==> config.mk <==
export PLATFORM = sky130hd
export DESIGN_NAME = iprc_match
export DESIGN_NICKNAME = d
export VERILOG_FILES = /design/src/design/iprc_pkg.sv /design/src/design/iprc_match.sv
export SDC_FILE = /design/constraint.sdc
export NUM_CORES = 1
export LEC_CHECK = 0
export BUFFER_PORTS_ARGS = -buffer_cell sky130_fd_sc_hd__buf_4
export CAP_MARGIN = 0
export CORE_ASPECT_RATIO = 1.25
export CORE_MARGIN = 2
export CORE_UTILIZATION = 34
export DETAILED_ROUTE_END_ITERATION = 10
export GPL_ROUTABILITY_DRIVEN = 1
export PLACE_DENSITY_LB_ADDON = 0.25
export SYNTH_ARGS = -nofsm -noshare
export SYNTH_HDL_FRONTEND = slang
export SYNTH_SLANG_ARGS = --single-unit
export TNS_END_PERCENT = 30
==> constraint.sdc <==
create_clock -name vclk -period 2.6
set_clock_uncertainty 0.1 [all_clocks]
set_input_delay 0.78 -clock vclk [all_inputs]
set_output_delay 0.78 -clock vclk [all_outputs]
set_load 0.01 [all_outputs]
==> src/design/iprc_pkg.sv <==
// ----------------------------------------------------------------------------
// iprc_pkg: shared types and constants
// Codes, table entry layout and prefix check helper for the IPv4 prefix
// range classifier.
// ----------------------------------------------------------------------------
package iprc_pkg;

	// operation codes of an input word
	localparam logic OP_LOAD     = 1'b0;
	localparam logic OP_CLASSIFY = 1'b1;

	// result status codes
	localparam logic [1:0] STATUS_OK       = 2'd0;
	localparam logic [1:0] STATUS_BAD_LEN  = 2'd1;
	localparam logic [1:0] STATUS_HOST_SET = 2'd2;

	localparam logic [31:0] FULL_MASK  = 32'hffff_ffff;
	localparam logic [5:0]  MAX_PREFIX = 6'd32;

	typedef enum logic [1:0] {
		ST_IDLE,
		ST_SCAN,
		ST_FLUSH
	} state_t;

	typedef struct packed {
		logic [31:0] address;
		logic [31:0] mask;
		logic [7:0]  block;
		logic [15:0] signature;
	} entry_t;

	typedef struct packed {
		logic [1:0]  status;
		logic [31:0] mask;
	} prefix_chk_t;

	// Check a prefix: absent length counts as full, long lengths and host
	// bits outside the mask are flagged.
	function automatic prefix_chk_t check_prefix(logic [31:0] addr, logic [5:0] len);
		logic [5:0]  len_eff;
		prefix_chk_t res;
		len_eff = (len == 6'd0) ? MAX_PREFIX : len;
		res.mask = ~(FULL_MASK >> len_eff);
		if (len_eff > MAX_PREFIX) begin
			res.status = STATUS_BAD_LEN;
		end else if ((addr & ~res.mask) != 32'd0) begin
			res.status = STATUS_HOST_SET;
		end else begin
			res.status = STATUS_OK;
		end
		return res;
	endfunction

endpackage

==> src/design/iprc_match.sv <==
// ----------------------------------------------------------------------------
// iprc_match: shared compare unit
// Masks source and destination with one entry and compares to its address.
// ----------------------------------------------------------------------------
module iprc_match (
	input  logic              entry_valid,
	input  iprc_pkg::entry_t  entry,
	input  logic [31:0]       src,
	input  logic [31:0]       dst,
	output logic              hit
);

	// hit when the entry is valid and either masked address equals the entry address
	always_comb begin
		hit = entry_valid &&
		      (((src & entry.mask) == entry.address) ||
		       ((dst & entry.mask) == entry.address));
	end

endmodule

==> results of run 1 <==
[cells by family after synthesis]
group,Yosys count
AO/OA/AOI/OAI,97
AND/OR/NAND/NOR,74
[power breakdown]
group / switching [mW] / internal, mW
registers: 0 / 0
logic: 0.118 / 0.206
clock network: 0 / 0
[worst min-delay path: stages]
cell and delay, ps:
buf_4 80, o21a_1 100, buf_4 110
[synth_stat cells]
cell type,n
a211oi_2,6
nand4_1,8
a21oi_1,32
o21a_1,1
a21o_1,15
a21o_2,1
nor4_1,2
a21boi_0,16
o22a_1,16
and3_1,32
and3b_1,16
a211oi_1,10
nand3_1,16
[layer usage]
metal	routed length [um]	up-vias	part of all wire, %	GRT usage (%)
li1	-	1007	-	-
met3	461	2	9.8	4.26
met5	0	-	0	0
met1	1640	880	35	21.9
met2	2560	86	55	45.9
met4	21	0	0.45	1.55
[area by class of cell]
type | count | area [um^2] | share of cell area, %
multi-input cells | 171 | 1230 | 53.2
repair buffers | 138 | 1040 | 44.8
well taps | 37 | 46.3 | 2.00
[stage by stage]
| step | util, % | instance area (um^2) | hold slack, ps |
|---|---|---|---|
| 4_1_cts | 69.5 | 2280 | 1750 |
| 6_report | 70.5 | 2310 | 1750 |
| 3_5_place_dp | 69.0 | 2260 | 1750 |
| 5_1_grt | 70.5 | 2310 | 1770 |
| 3_3_place_gp | 69.0 | 2260 | 1750 |
| 2_1_floorplan | - | 1180 | 1570 |
[what timing repair did]
item | in CTS | in global routing
pin swaps | 1 | 5
gates resized for setup | 3 | 7
gates cloned | 0 | 0
endpoints found under the setup margin | 1 | 1
[worst paths after layout]
kind	startpoint	to	slack [ps]	depth (start not counted)
min	entry_valid	hit	1750	3
max	entry[30]	hit	-240	8
==> summary.txt, run 1 <==
Synth
  • Top cells by area, synth: and3_1 (17%), a21oi_1 (14%), and3b_1 (12%)
  • Sequential share of the synthesized area: 0%
  • Syn Area/Cell: 6.91 um^2
  • Adder-cell share of the synthesized area: 0%
  • Syn Std Cell Area: 0.00118 mm^2
  • Share of Yosys cell area claimed by the top area cell type: 16.9%
  • Largest area contributor in the netlist: and3_1
  • Synth Net Count: 324
  • Simple-gate area share of the yosys netlist: 40.8%
  • Mapped Cells: 171
  • Post-Synth XOR/XNOR Area: 0%
  • Complex-gate fraction of the synthesized area: 59.2%
  • Multiplexer share of the synthesized area: 0%
  • Largest family of logic cells by synthesized area: compound AO/OA/AOI/OAI gates
  • Netlist cell types: 13
  • YS warnings: 0

Drt
  • Vias: 1975
  • Final WL: 4680 um
  • Post-route ant nets: 0
  • DRC viols: 0
  • DR pass1 iterations: 4
  • Routed length per instance: 13.5 um
  • Iter 0 DRT Violations: 64
  • Vias per std cell: 5.71

Placement
  • IO buf count: 130
  • Setup slack at placement: -302 ps
  • Placed cell count: 346
  • Dpl hpwl: 4180 um
  • Placer Congestion: 0.785

Global routing
  • Antenna violations before repair: 0
  • First-pass GRT wire length: 7340 um
  • Largest net degree at the start of global routing: 5
  • Overall routing resource usage: 21.8%
  • Vias in the first global route: 1874
  • Overflow left after global routing: 0

Hold path
  • Worst Hold Class: input port to primary output

Timing
  • Pins Over Slew Limit: 0
  • Final Hold Violating Endpoints: 0
  • Unrepaired setup endpoints after global routing: true
  • Crit share post-route: 109%
  • Fmax: 352 MHz
  • Tmin final: 2840 ps
  • Slew margin rel.: 84.3%
  • Setup TNS: -239 ps
  • Measured slew at the worst slew-check pin: 234 ps
  • Final WS setup: -239 ps
  • Final setup violation count: 1

Die
  • CORE AREA: 0.00328 mm^2
  • Die height: 69.9 um
  • Ports: 154
  • Row Count: 23
  • Width of the die: 56.7 um
  • Die ar.: 0.00397 mm^2
  • Initial Util: 36.0%

Critical path
  • Critical-path top delay cell: nor4_2
  • CP Class: input port to primary output
  • Setup crit start kind: input port
  • Number of buffer and inverter stages on the critical path: 3
  • CP arrival: 1960 ps
  • Crit path capture type: primary output
  • CP most frequent cell: buf_4
  • CP Max Fanout: 3
  • Critical path's top delay family: simple AND/OR/NAND/NOR gates
  • Worst path max stage delay: 290 ps
  • Worst Path Required: 1720 ps
  • Crit path cell chain: buf_4, buf_4, a21oi_2, o22a_1, nand4_1, nor4_2, o21a_1, buf_4

Pwr
  • Pwr Total: 0.324 mW
  • Power Dens Cells: 140 mW/mm^2
  • LEAKAGE: 1.30 nW
  • VDD IR max: 0.0963 mV

Clocking
  • Post-CTS repair timing setup buffer count: 0
  • Hold-fix buffers at CTS: 0

Job
  • Max-cap violations: 0

Cells and area
  • Area grow syn2layout: 95.6%
  • FF/Latch Area: 0 um^2
  • Num sequential: 0
  • Layout filler cell count: 305
  • Clock buffer count: 0
  • Final cell count without fillers: 346
  • ANT cells: 0
  • Commonest non-fill, non-tap cells in the layout: buf_4 (138), and3_1 (32), a21oi_1 (29)
  • Layout cells sized above 1: 50.2%
  • Final Net Count: 464
  • Commonest non-fill, non-tap cell in the layout: buf_4

Run status
  • Status: complete, but fails checks
  • Violated checks: negative setup slack
Note: power is estimated with default switching activity, not from simulation.
==> run 2: changes to the inputs <==
clock period = 3 ns   (was 2.6 ns; I/O delays follow)
==> run 2 against run 1 <==
Net effect: the run still ends with negative setup slack left; combinational power decreased by 14%; global-route usage increased by 0.56 points; critical path depth unchanged; power decreased by 14%; count of clock-buffer cells in the layout unchanged; highest routed layer unchanged.
==> summary.txt, run 2 (same netlist as run 1, synthesis figures left out) <==
Timing
  • Slew margin rel.: 83.5% (-0.82 points)
  • Measured slew at the worst slew-check pin: 246 ps (+12.1 ps)
  • Hold WS: 1990 ps (+239 ps)
  • Crit share post-route: 103%
  • Unrepaired setup endpoints after global routing: true
  • Final WS setup: -79.5 ps (+159 ps)
  • Final setup violation count: 1 (unchanged)
  • Tmin final: 3080 ps
  • Fmax: 325 MHz
  • Pins Over Slew Limit: 0 (unchanged)
  • Setup TNS: -79.5 ps (+159 ps)
  • Final Hold Violating Endpoints: 0 (unchanged)

Pwr
  • LEAKAGE: 1.30 nW (+0.16%)
  • Sw Share: 36.3% (-0.085 points)
  • VDD IR max: 0.0838 mV (-13%)
  • Net load switching power: 0.102 mW (-14%)
  • Seq pwr share: 0% (unchanged)
  • Power Dens Cells: 122 mW/mm^2 (-13%)
  • Clock power share: 0% (unchanged)
  • P_int: 0.178 mW (-14%)
  • Pwr Total: 0.280 mW (-14%)
  • Gate power share: 100.0% (about the same)

Cells and area
  • FF/Latch Area: 0 um^2 (unchanged)
  • Final Net Count: 465 (+0.22%)
  • Num sequential: 0 (unchanged)
  • Commonest non-fill, non-tap cells in the layout: buf_4 (139), and3_1 (32), a21oi_1 (31)
  • Commonest non-fill, non-tap cell in the layout: buf_4
  • Design area: 0.00230 mm^2 (-0.43%)
  • Clock buffer count: 0 (unchanged)
  • Layout cells sized above 1: 49.0% (-1.1 points)
  • ANT cells: 0 (unchanged)
  • Area grow syn2layout: 94.7%

Drt
  • Final WL: 4740 um (+1.2%)
  • Iter 0 DRT Violations: 63 (-1.6%)
  • DR pass1 iterations: 4 (unchanged)
  • DRC viols: 0 (unchanged)
  • Post-route ant nets: 0 (unchanged)
  • Routed length per instance: 13.7 um (+0.93%)
  • Vias per std cell: 5.74 (+0.57%)
  • Vias: 1992 (+0.86%)

Die
  • Width of the die: 56.7 um (unchanged)
  • Die height: 69.9 um (unchanged)
  • Ports: 154 (unchanged)
  • Row Count: 23 (unchanged)
  • Die ar.: 0.00397 mm^2 (unchanged)
  • CORE AREA: 0.00328 mm^2 (unchanged)
  • Initial Util: 36.0% (unchanged)

Critical path
  • CP Launch Point: entry[63]
  • CP Max Fanout: 3 (unchanged)
  • CP Class: input port to primary output
  • Critical Path End: hit
  • Setup crit start kind: input port
  • Worst Path Required: 2000 ps (+280 ps)
  • Crit path capture type: primary output
  • CP arrival: 2080 ps (+120 ps)

Placement
  • Dpl hpwl: 4230 um (+1.0%)
  • DP Area: 0.00227 mm^2 (+0.33%)
  • Placer Congestion: 0.789 (+0.41%)
  • IO buf count: 130 (unchanged)

Global routing
  • Antenna violations before repair: 0 (unchanged)
  • Overall routing resource usage: 22.3% (+0.56 points)
  • Largest net degree at the start of global routing: 5 (unchanged)
  • Vias in the first global route: 1887 (+0.69%)
  • Overflow left after global routing: 0 (unchanged)
  • First-pass GRT wire length: 7530 um (+2.6%)

Clocking
  • Post-CTS repair timing setup buffer count: 0 (unchanged)
  • Hold-fix buffers at CTS: 0 (unchanged)

Run status
  • Status: complete, but fails checks
  • Violated checks: negative setup slack

Job
  • Max-cap violations: 0 (unchanged)

Hold path
  • Worst Hold Class: input port to primary output
run 2: what timing repair did:
item / 4_1_cts / 5_1_grt
gates resized for setup: 4 / 2
endpoints found under the setup margin: 1 / 1
pin swaps: 4 / 3
run 2: worst min path at each step:
| stage | start | endpoint | slack [ps] | depth (start not counted) |
|---|---|---|---|---|
| after floorplan | entry_valid | hit | 1810 | 1 |
| after global placement | entry_valid | hit | 1990 | 3 |
| after detailed placement | entry_valid | hit | 1990 | 3 |
| after CTS | entry_valid | hit | 1990 | 3 |
| after global routing | entry_valid | hit | 2010 | 3 |
| final | entry_valid | hit | 1990 | 3 |
run 2: layer usage:
layer	vias to the layer above	part of all wire [%]	global-route usage, %
met5	-	0	0
met4	0	0.91	1.81
met3	4	10	4.81
li1	1008	-	-
met1	890	35	23.1
met2	90	54	45.9
run 2: power groups by stage:
stage / logic (mW) / registers (mW) / clock network (mW)
final: 0.280 / 0 / 0
after global routing: 0.307 / 0 / 0
after CTS: 0.280 / 0 / 0
after detailed placement: 0.275 / 0 / 0
after global placement: 0.269 / 0 / 0
after floorplan: 0.0897 / 0 / 0
run 2: stage by stage:
stage | utilization (%) | worst slack [ps] | cells
floorplan | - | 218 | 171
global placement | 69.3 | -134 | 347
detailed placement | 69.3 | -163 | 347
CTS | 69.9 | -91.2 | 347
global route | 70.2 | -153 | 347
finish | 70.2 | -79.5 | 347
run 2: critical path, cell delays in order:
cell,delay [ps]
buf_4,120
buf_4,120
a21oi_1,110
o22a_1,150
nand4_1,130
nor4_2,300
o21a_1,140
buf_4,110
run 2: layout make-up:
cell class	instances	area (um^2)
timing repair buffer	139	1040
fill	327	978
multi-input combinational	171	1210
tap	37	46.3
